## config.mk

```make
export PLATFORM = sky130hd
export DESIGN_NAME = alu_result_buffer_with_squash_top
export DESIGN_NICKNAME = d
export VERILOG_FILES = /design/src/hw/rtl/arbs_pkg.sv /design/src/hw/rtl/alu_result_buffer_with_squash_top.sv /design/src/hw/rtl/arbs_alu.sv /design/src/hw/rtl/arbs_datapath.sv /design/src/hw/rtl/arbs_ctrl.sv
export SDC_FILE = /design/constraint.sdc
export NUM_CORES = 1
export LEC_CHECK = 0
export BUFFER_PORTS_ARGS = -buffer_cell sky130_fd_sc_hd__buf_2
export CORE_ASPECT_RATIO = 0.6
export CORE_MARGIN = 10
export CORE_UTILIZATION = 55
export DETAILED_ROUTE_END_ITERATION = 16
export PLACE_DENSITY = 0.73
export SKIP_CTS_REPAIR_TIMING = 1
export SYNTH_ARGS = -nofsm -noshare
export SYNTH_HDL_FRONTEND = slang
export SYNTH_SLANG_ARGS = --single-unit
```

## constraint.sdc

```tcl
create_clock -name i_clk -period 7.1 [get_ports i_clk]
set_input_delay 0.71 -clock i_clk [delete_from_list [all_inputs] [get_ports i_clk]]
set_output_delay 0.71 -clock i_clk [all_outputs]
set_load 0.02 [all_outputs]
```

## src/hw/rtl/arbs_pkg.sv

```systemverilog
// Package: beat types, opcodes, controller states and command/status structs.
`default_nettype none

package arbs_pkg;

    localparam int unsigned DATA_W    = 32;
    localparam int unsigned OPC_W     = 4;
    localparam int unsigned TAG_FLD_W = 5;
    localparam int unsigned TAG_EXT_W = 8;

    localparam logic [OPC_W-1:0] OP_ADD   = 4'd0;
    localparam logic [OPC_W-1:0] OP_AUIPC = 4'd1;
    localparam logic [OPC_W-1:0] OP_SUB   = 4'd2;
    localparam logic [OPC_W-1:0] OP_XOR   = 4'd3;
    localparam logic [OPC_W-1:0] OP_OR    = 4'd4;
    localparam logic [OPC_W-1:0] OP_AND   = 4'd5;
    localparam logic [OPC_W-1:0] OP_SLL   = 4'd6;
    localparam logic [OPC_W-1:0] OP_SRL   = 4'd7;
    localparam logic [OPC_W-1:0] OP_SRA   = 4'd8;
    localparam logic [OPC_W-1:0] OP_SLT   = 4'd9;
    localparam logic [OPC_W-1:0] OP_SLTU  = 4'd10;
    localparam logic [OPC_W-1:0] OP_LUI   = 4'd11;
    localparam logic [OPC_W-1:0] OP_JAL   = 4'd12;
    localparam logic [OPC_W-1:0] OP_JALR  = 4'd13;

    localparam logic [DATA_W-1:0] CTL_MASK = 32'hFFFF_FFFE;

    typedef struct packed {
        logic                  dispatch_valid;
        logic [OPC_W-1:0]      opcode;
        logic [DATA_W-1:0]     src_one;
        logic [DATA_W-1:0]     src_two;
        logic [TAG_FLD_W-1:0]  dispatch_tag;
        logic                  squash_valid;
        logic [TAG_FLD_W-1:0]  squash_from_tag;
        logic                  bus_grant_valid;
        logic [TAG_FLD_W-1:0]  bus_grant_tag;
    } t_in_beat;

    typedef struct packed {
        logic                  accepted;
        logic                  buffer_full;
        logic                  buffer_empty;
        logic [DATA_W-1:0]     oldest_value;
        logic [TAG_FLD_W-1:0]  oldest_tag;
        logic                  oldest_is_control;
    } t_out_beat;

    typedef enum logic [1:0] {
        ST_IDLE,
        ST_UPDATE,
        ST_SCAN,
        ST_DONE
    } t_state;

    typedef struct packed {
        logic capture;
        logic update;
        logic scan_step;
        logic load_out;
    } t_cmd;

    typedef struct packed {
        logic scan_last;
    } t_status;

endpackage

`default_nettype wire

```

## src/hw/rtl/alu_result_buffer_with_squash_top.sv

```systemverilog
// Top level: ALU result buffer with squash, controller plus datapath.
`default_nettype none

// Channel   Direction  Handshake                 Payload
// in        input      i_in_valid / o_in_ready    i_in_beat  (arbs_pkg::t_in_beat)
// out       output     o_out_valid / i_out_ready  o_out_beat (arbs_pkg::t_out_beat)
//
// Each in beat is one processor cycle: ALU evaluate, slot update, then a report.
// One in beat passes through capture (the accepting cycle), an update step, a
// scan over all SLOT_COUNT slots (one slot per cycle for the oldest-tag search)
// and a load step. The out beat turns valid once the load step registers it;
// the next in beat is taken only after the previous one's load step, when the
// controller is back in idle.
// Reset (synchronous, active low) clears all slot valid bits and the controller.
// A stalled out beat holds in the output register; the next in beat is taken
// and processed meanwhile, and waits in the load step only if the previous
// out beat is still not taken.

module alu_result_buffer_with_squash_top #(
    parameter int unsigned SLOT_COUNT = 8,
    parameter int unsigned TAG_BITS   = 5
) (
    input  wire logic                i_clk,
    input  wire logic                i_rst_n,
    input  wire logic                i_in_valid,
    output logic                     o_in_ready,
    input  wire arbs_pkg::t_in_beat  i_in_beat,
    output logic                     o_out_valid,
    input  wire logic                i_out_ready,
    output arbs_pkg::t_out_beat      o_out_beat
);

    arbs_pkg::t_cmd    cmd;
    arbs_pkg::t_status status;

    // Sequence each beat: capture, update slots, scan, load result.
    arbs_ctrl u_ctrl (
        .i_clk       (i_clk),
        .i_rst_n     (i_rst_n),
        .i_in_valid  (i_in_valid),
        .o_in_ready  (o_in_ready),
        .o_out_valid (o_out_valid),
        .i_out_ready (i_out_ready),
        .i_status    (status),
        .o_cmd       (cmd)
    );

    // Hold slots, evaluate the op and find the oldest valid slot.
    arbs_datapath #(
        .SLOT_COUNT (SLOT_COUNT),
        .TAG_BITS   (TAG_BITS)
    ) u_datapath (
        .i_clk      (i_clk),
        .i_rst_n    (i_rst_n),
        .i_cmd      (cmd),
        .i_in_beat  (i_in_beat),
        .o_status   (status),
        .o_out_beat (o_out_beat)
    );

endmodule

`default_nettype wire

```

## src/hw/rtl/arbs_alu.sv

```systemverilog
// RV32I integer ALU for dispatched ops, with control-op flag.
`default_nettype none

module arbs_alu (
    input  wire logic [arbs_pkg::OPC_W-1:0]  i_opcode,
    input  wire logic [arbs_pkg::DATA_W-1:0] i_a,
    input  wire logic [arbs_pkg::DATA_W-1:0] i_b,
    output logic      [arbs_pkg::DATA_W-1:0] o_value,
    output logic                             o_is_control
);

    logic [4:0]                  shamt;
    logic [arbs_pkg::DATA_W-1:0] sum;

    assign shamt = i_b[4:0];
    assign sum   = i_a + i_b;

    always_comb begin
        o_is_control = 1'b0;
        unique case (i_opcode)
            arbs_pkg::OP_ADD, arbs_pkg::OP_AUIPC: o_value = sum;
            arbs_pkg::OP_SUB:  o_value = i_a - i_b;
            arbs_pkg::OP_XOR:  o_value = i_a ^ i_b;
            arbs_pkg::OP_OR:   o_value = i_a | i_b;
            arbs_pkg::OP_AND:  o_value = i_a & i_b;
            arbs_pkg::OP_SLL:  o_value = i_a << shamt;
            arbs_pkg::OP_SRL:  o_value = i_a >> shamt;
            arbs_pkg::OP_SRA:  o_value = $unsigned($signed(i_a) >>> shamt);
            arbs_pkg::OP_SLT:  o_value = {31'd0, $signed(i_a) < $signed(i_b)};
            arbs_pkg::OP_SLTU: o_value = {31'd0, i_a < i_b};
            arbs_pkg::OP_LUI:  o_value = i_b;
            arbs_pkg::OP_JAL, arbs_pkg::OP_JALR: begin
                o_value      = sum & arbs_pkg::CTL_MASK;
                o_is_control = 1'b1;
            end
            default: o_value = '0;
        endcase
    end

endmodule

`default_nettype wire

```

## src/hw/rtl/arbs_datapath.sv

```systemverilog
// Datapath: input capture, slot update, oldest-slot scan and output register.
`default_nettype none

module arbs_datapath #(
    parameter int unsigned SLOT_COUNT = 8,
    parameter int unsigned TAG_BITS   = 5
) (
    input  wire logic                i_clk,
    input  wire logic                i_rst_n,
    input  wire arbs_pkg::t_cmd      i_cmd,
    input  wire arbs_pkg::t_in_beat  i_in_beat,
    output arbs_pkg::t_status        o_status,
    output arbs_pkg::t_out_beat      o_out_beat
);

    localparam int unsigned IDX_W = (SLOT_COUNT > 1) ? $clog2(SLOT_COUNT) : 1;
    localparam logic [IDX_W-1:0] LAST_IDX = IDX_W'(SLOT_COUNT - 1);

    function automatic logic older(input logic [TAG_BITS-1:0] a,
                                   input logic [TAG_BITS-1:0] b);
        logic [TAG_BITS-1:0] d;
        d = a - b;
        return d[TAG_BITS-1];
    endfunction

    function automatic logic [TAG_BITS-1:0] fit_tag(
        input logic [arbs_pkg::TAG_FLD_W-1:0] t);
        logic [arbs_pkg::TAG_EXT_W-1:0] w;
        w = {{(arbs_pkg::TAG_EXT_W - arbs_pkg::TAG_FLD_W){1'b0}}, t};
        return w[TAG_BITS-1:0];
    endfunction

    arbs_pkg::t_in_beat r_in;

    logic [SLOT_COUNT-1:0]       r_valid;
    logic [arbs_pkg::DATA_W-1:0] r_value [SLOT_COUNT];
    logic [TAG_BITS-1:0]         r_tag   [SLOT_COUNT];
    logic                        r_ctl   [SLOT_COUNT];

    logic                        r_accepted;
    logic [IDX_W-1:0]            r_idx;
    logic                        r_have;
    logic                        r_full;
    logic                        r_empty;
    logic [TAG_BITS-1:0]         r_best_tag;
    logic [arbs_pkg::DATA_W-1:0] r_best_value;
    logic                        r_best_ctl;
    arbs_pkg::t_out_beat         r_out;

    logic [TAG_BITS-1:0]         dtag;
    logic [TAG_BITS-1:0]         sqtag;
    logic [TAG_BITS-1:0]         gtag;
    logic                        found;
    logic [IDX_W-1:0]            target;
    logic                        push;
    logic                        push_flushed;
    logic [arbs_pkg::DATA_W-1:0] alu_value;
    logic                        alu_ctl;
    logic [SLOT_COUNT-1:0]       n_valid;
    logic                        take;
    logic [arbs_pkg::TAG_EXT_W-1:0] best_ext;

    arbs_alu u_alu (
        .i_opcode     (r_in.opcode),
        .i_a          (r_in.src_one),
        .i_b          (r_in.src_two),
        .o_value      (alu_value),
        .o_is_control (alu_ctl)
    );

    assign dtag  = fit_tag(r_in.dispatch_tag);
    assign sqtag = fit_tag(r_in.squash_from_tag);
    assign gtag  = fit_tag(r_in.bus_grant_tag);

    // Lowest slot free before this step.
    always_comb begin
        found  = 1'b0;
        target = '0;
        for (int i = 0; i < SLOT_COUNT; i++) begin
            if (!found && !r_valid[i]) begin
                found  = 1'b1;
                target = IDX_W'(i);
            end
        end
    end

    assign push         = r_in.dispatch_valid && found;
    assign push_flushed = r_in.squash_valid && !older(dtag, sqtag);

    // Grants and squashes remove slots; the pushed slot stays unless the squash flushes it.
    always_comb begin
        for (int i = 0; i < SLOT_COUNT; i++) begin
            if (push && target == IDX_W'(i)) begin
                n_valid[i] = !push_flushed;
            end else begin
                n_valid[i] = r_valid[i]
                    && !(r_in.bus_grant_valid && r_tag[i] == gtag)
                    && !(r_in.squash_valid && !older(r_tag[i], sqtag));
            end
        end
    end

    always_ff @(posedge i_clk) begin
        if (!i_rst_n) begin
            r_valid <= '0;
            r_idx   <= '0;
        end else begin
            if (i_cmd.update) begin
                r_valid <= n_valid;
                r_idx   <= '0;
            end else if (i_cmd.scan_step) begin
                r_idx <= r_idx + IDX_W'(1);
            end
        end
    end

    always_ff @(posedge i_clk) begin
        if (i_cmd.capture) begin
            r_in <= i_in_beat;
        end
        if (i_cmd.update && push) begin
            r_value[target] <= alu_value;
            r_tag[target]   <= dtag;
            r_ctl[target]   <= alu_ctl;
        end
    end

    // Scan one slot per cycle; ties keep the lower index.
    assign take = r_valid[r_idx] && (!r_have || older(r_tag[r_idx], r_best_tag));

    always_ff @(posedge i_clk) begin
        if (i_cmd.update) begin
            r_accepted <= push;
            r_have     <= 1'b0;
            r_full     <= 1'b1;
            r_empty    <= 1'b1;
        end else if (i_cmd.scan_step) begin
            if (r_valid[r_idx]) begin
                r_empty <= 1'b0;
            end else begin
                r_full <= 1'b0;
            end
            if (take) begin
                r_have       <= 1'b1;
                r_best_tag   <= r_tag[r_idx];
                r_best_value <= r_value[r_idx];
                r_best_ctl   <= r_ctl[r_idx];
            end
        end
    end

    assign best_ext = arbs_pkg::TAG_EXT_W'(r_best_tag);

    always_ff @(posedge i_clk) begin
        if (i_cmd.load_out) begin
            r_out.accepted          <= r_accepted;
            r_out.buffer_full       <= r_full;
            r_out.buffer_empty      <= r_empty;
            r_out.oldest_value      <= r_have ? r_best_value : '0;
            r_out.oldest_tag        <= r_have ? best_ext[arbs_pkg::TAG_FLD_W-1:0] : '0;
            r_out.oldest_is_control <= r_have && r_best_ctl;
        end
    end

    assign o_status.scan_last = (r_idx == LAST_IDX);
    assign o_out_beat         = r_out;

endmodule

`default_nettype wire

```

## src/hw/rtl/arbs_ctrl.sv

```systemverilog
// Controller: sequences capture, slot update, scan and output load.
`default_nettype none

module arbs_ctrl (
    input  wire logic              i_clk,
    input  wire logic              i_rst_n,
    input  wire logic              i_in_valid,
    output logic                   o_in_ready,
    output logic                   o_out_valid,
    input  wire logic              i_out_ready,
    input  wire arbs_pkg::t_status i_status,
    output arbs_pkg::t_cmd         o_cmd
);

    arbs_pkg::t_state r_state;
    arbs_pkg::t_state n_state;
    logic             r_out_valid;
    logic             n_out_valid;

    always_ff @(posedge i_clk) begin
        if (!i_rst_n) begin
            r_state     <= arbs_pkg::ST_IDLE;
            r_out_valid <= 1'b0;
        end else begin
            r_state     <= n_state;
            r_out_valid <= n_out_valid;
        end
    end

    always_comb begin
        n_state    = r_state;
        o_cmd      = '0;
        o_in_ready = 1'b0;
        unique case (r_state)
            arbs_pkg::ST_IDLE: begin
                o_in_ready = 1'b1;
                if (i_in_valid) begin
                    o_cmd.capture = 1'b1;
                    n_state       = arbs_pkg::ST_UPDATE;
                end
            end
            arbs_pkg::ST_UPDATE: begin
                o_cmd.update = 1'b1;
                n_state      = arbs_pkg::ST_SCAN;
            end
            arbs_pkg::ST_SCAN: begin
                o_cmd.scan_step = 1'b1;
                if (i_status.scan_last) begin
                    n_state = arbs_pkg::ST_DONE;
                end
            end
            arbs_pkg::ST_DONE: begin
                // Hold until the output register is free or draining.
                if (!r_out_valid || i_out_ready) begin
                    o_cmd.load_out = 1'b1;
                    n_state        = arbs_pkg::ST_IDLE;
                end
            end
            default: n_state = arbs_pkg::ST_IDLE;
        endcase
    end

    always_comb begin
        if (o_cmd.load_out) begin
            n_out_valid = 1'b1;
        end else if (i_out_ready) begin
            n_out_valid = 1'b0;
        end else begin
            n_out_valid = r_out_valid;
        end
    end

    assign o_out_valid = r_out_valid;

endmodule

`default_nettype wire

```

==> flow_metrics.tcl <==
set metrics [dict create \
    dp_hpwl_mm 59.2 \
    dieArea_mm2 0.0599 \
    die_x_um 309 \
    preCtsSetupSlack_ns 2.57 \
    clk_pin_slew_worst_paths_ns 0.07 \
    htreeDepth 2 \
    max_cap_viol_count 0 \
    via_per_inst 6.74 \
    switchingPower_w 0.00423 \
    fin_tns_setup_ns 0 \
    cp-startpoint "u_datapath.r_in[20]" \
    min_period_ns 4.88 \
    numCtsBuffers 45 \
    synth-seq-cells 490 \
    leakage_nw 11.1 \
    fillers 3789 \
    synth_edf_count 470 \
    placed_area_mm2 0.0290 \
    mostFrequentLayoutCells "edfxtp_1 (470), nand2_1 (154), nor2_1 (135)" \
    rsz0062_at_grt "no" \
    wl_mm 84.0 \
    yosysWarnings 0 \
    globalRouteTotalUtil_pct 27.5 \
    critPathRequiredTime_ns 7.34 \
    nets 2525 \
    io_pins 133 \
    rows 63 \
    postRouteAntennaNets 0 \
    grt_antenna_before_repair 0 \
    n_antenna_cell 0 \
    p_clk_share_pct 22.6 \
    clkSinkCount 490 \
    drc 0 \
    cts_tree "done" \
    cpLargestDelayFamily "compound AO/OA/AOI/OAI gates" \
    setup_viol 0 \
    max_freq_mhz 205 \
    hp-start "i_in_beat[65]" \
    grt_max_degree 59 \
    swShare_pct 38.6 \
    start_util_pct 55.8 \
    critPathCaptureType "flip-flop" \
    worst_pin_slew_ns 1.44 \
    ir_drop_mv 0.255 \
    worstReg2RegStart "u_datapath.r_in[20]" \
    clock_latency_ns 0.58 \
    status "finished, final reports clean" \
    syn_inst 2221 \
    worstSetupPathType "flip-flop to flip-flop" \
    avgSynthCellArea_um2 12.4 \
    synthToLayoutAreaGrowth_pct 10.2 \
    stdcell_area_mm2 0.0305 \
    vias 20100 \
    cp_data_arrival_time_ns 5.12 \
    yosysSeqAreaShare_pct 52.5 \
    pwr-share-comb_pct 38.9 \
    crit_slowest_cell "a31oi_1" \
    gp_congestion 1.06 \
    finalPower_w 0.0110 \
    root_buffer "clkbuf_16" \
    wl_per_cell_um 28.1 \
    final_common_cell "edfxtp_1" \
    synth_cell_type_count 94 \
    p_seq_share_pct 38.5 \
    grt_pass1_vias 19200 \
    die_y_um 194 \
    core-area_mm2 0.0495 \
    synth_nets 2446 \
    ff2ff_path_depth 12 \
    path_buf_inv 2 \
    worst_hold_path_type "input pin to flip-flop" \
    holdPathStages 1 \
    skew_ns 0.0267 \
    path_depth 12 \
    timing.final.crit_share_pct 68.7 \
    critPathMaxFanout 36 \
    drtIter0Drc 3139 \
    final_max_slew_viol_count 0 \
    grt_pass1_wl_mm 126 \
    ys.flop_type "edfxtp_1" \
    async_reset_ff_share_pct 0 \
    grt-ovfl-total 0 \
    layout-drive-gt1-share_pct 19.1 \
    finalHoldViolCount 0 \
    p_int_w 0.00673 \
    slew-limit-headroom_pct 4.14 \
    setup_slack_ns 2.22 \
    synth_area_mm2 0.0276 \
    cts.path.max_buffers 3 \
    drt_first_pass_iters 6 \
    worstPathCellList "clkinv_1, buf_4, ha_1, nor2_1, o211ai_1, a211oi_1, o21ai_0, a31oi_1, a2111oi_1, nor3_1, nor2_1, o21ai_0" \
    numPortBuffers 132 \
    powerDensity_mw_per_mm2 360 \
    cpPeakStageDelay_ns 0.86 \
    cp-start-kind "flip-flop" \
]
metal layers:
| metal | vias up | GRT usage, % | routed length (µm) |
|---|---|---|---|
| li1 | 8696 | - | - |
| met4 | 0 | 4.84 | 1530 |
| met2 | 1292 | 36.3 | 33400 |
| met3 | 122 | 8.59 | 11100 |
| met1 | 10000 | 43.6 | 37900 |
| met5 | - | 0 | 0 |
layout make-up:
type | instances | area (µm²) | share of cell area [%]
Tap cell | 650 | 813 | 2.67
Multi-Input combinational cell | 1486 | 12300 | 40.3
Timing Repair Buffer | 169 | 938 | 3.08
Clock buffer | 50 | 1170 | 3.83
Inverter | 108 | 405 | 1.33
Clock inverter | 32 | 329 | 1.08
Sequential cell | 490 | 14500 | 47.7
stage by stage:
stage / utilization [%] / hold WS, ns / cells
floorplan: - / 0.400 / 2221
global placement: 58.5 / 0.409 / 2903
detailed placement: 58.5 / 0.407 / 2903
CTS: 61.5 / 0.274 / 2985
global route: 61.5 / 0.280 / 2985
finish: 61.5 / 0.295 / 2985
worst reg2reg max path, delay by kind of cell (launching register included):
kind,cells,cell delay (ns)
AND/OR/NAND/NOR,3,0.49
buffers and inverters,2,0.50
adder cells (fa/ha/maj),1,0.41
AO/OA/AOI/OAI,6,2.56
flip-flops,1,0.57
power groups by stage:
stage | combinational, W | sequential [W] | clock, W
after detailed placement | 0.00409 | 0.00427 | 0
after global placement | 0.00401 | 0.00425 | 0
final | 0.00426 | 0.00422 | 0.00248
after floorplan | 0.00293 | 0.00408 | 0
after CTS | 0.00412 | 0.00421 | 0.00251
after global routing | 0.00455 | 0.00426 | 0.00263
state kept, by name (all words and copies together), names as in the netlist, 2 cells and up, named ones only:
register	cells
u_datapath.o_out_beat	41
u_datapath.r_ctl	8
u_datapath.gtag	5
u_datapath.r_valid	8
u_ctrl.r_state	2
u_datapath.dtag	5
u_datapath.r_value	256
u_datapath.r_tag	40
u_datapath.sqtag	5
u_datapath.r_best_tag	5
u_datapath.r_idx	3
u_datapath.r_best_value	32
u_datapath.r_in	71
cell families after synthesis:
| family | synth area share [%] |
|---|---|
| fa+ha+maj | 6.17 |
| mux | 13.7 |
| compound gates | 13.3 |
| flops | 52.5 |
| xor+xnor | 2.01 |
| buf+inv | 3.50 |
| simple gates | 8.79 |
synth_stat cells (12+ instances only):
cell type | count | share of area [%]
and2_1 | 42 | 0.95
mux2_2 | 56 | 2.3
mux4_2 | 106 | 8.6
mux2i_1 | 76 | 2.8
nand2b_1 | 25 | 0.57
a21o_1 | 41 | 1.1
a221o_1 | 12 | 0.43
xnor2_1 | 20 | 0.63
a221oi_1 | 19 | 0.60
clkbuf_1 | 95 | 1.3
a211oi_1 | 27 | 0.73
nor2_1 | 144 | 2.0
dfxtp_1 | 20 | 1.4
nand2_1 | 154 | 2.1
a31oi_1 | 22 | 0.50
a22oi_1 | 19 | 0.52
inv_1 | 106 | 1.4
nand3_1 | 41 | 0.74
nor3_1 | 29 | 0.53
o221ai_1 | 18 | 0.57
o21ai_0 | 106 | 1.9
o22ai_1 | 17 | 0.38
buf_2 | 18 | 0.33
o21bai_1 | 12 | 0.33
a21oi_1 | 129 | 2.3
xor2_1 | 41 | 1.3
buf_1 | 18 | 0.24
ha_1 | 133 | 6.0
edfxtp_1 | 470 | 51
nor4_1 | 15 | 0.34
o211ai_1 | 20 | 0.54
nor2b_1 | 12 | 0.27
path summary, 6_finish.rpt:
path                                to  slack, ns
min                u_datapath.r_in[65]       0.30
max reg2reg  u_datapath.r_value[0][31]       2.22
min reg2reg  u_datapath.o_out_beat[40]       0.43
max          u_datapath.r_value[0][31]       2.22
(Power assumes the default switching activity.)
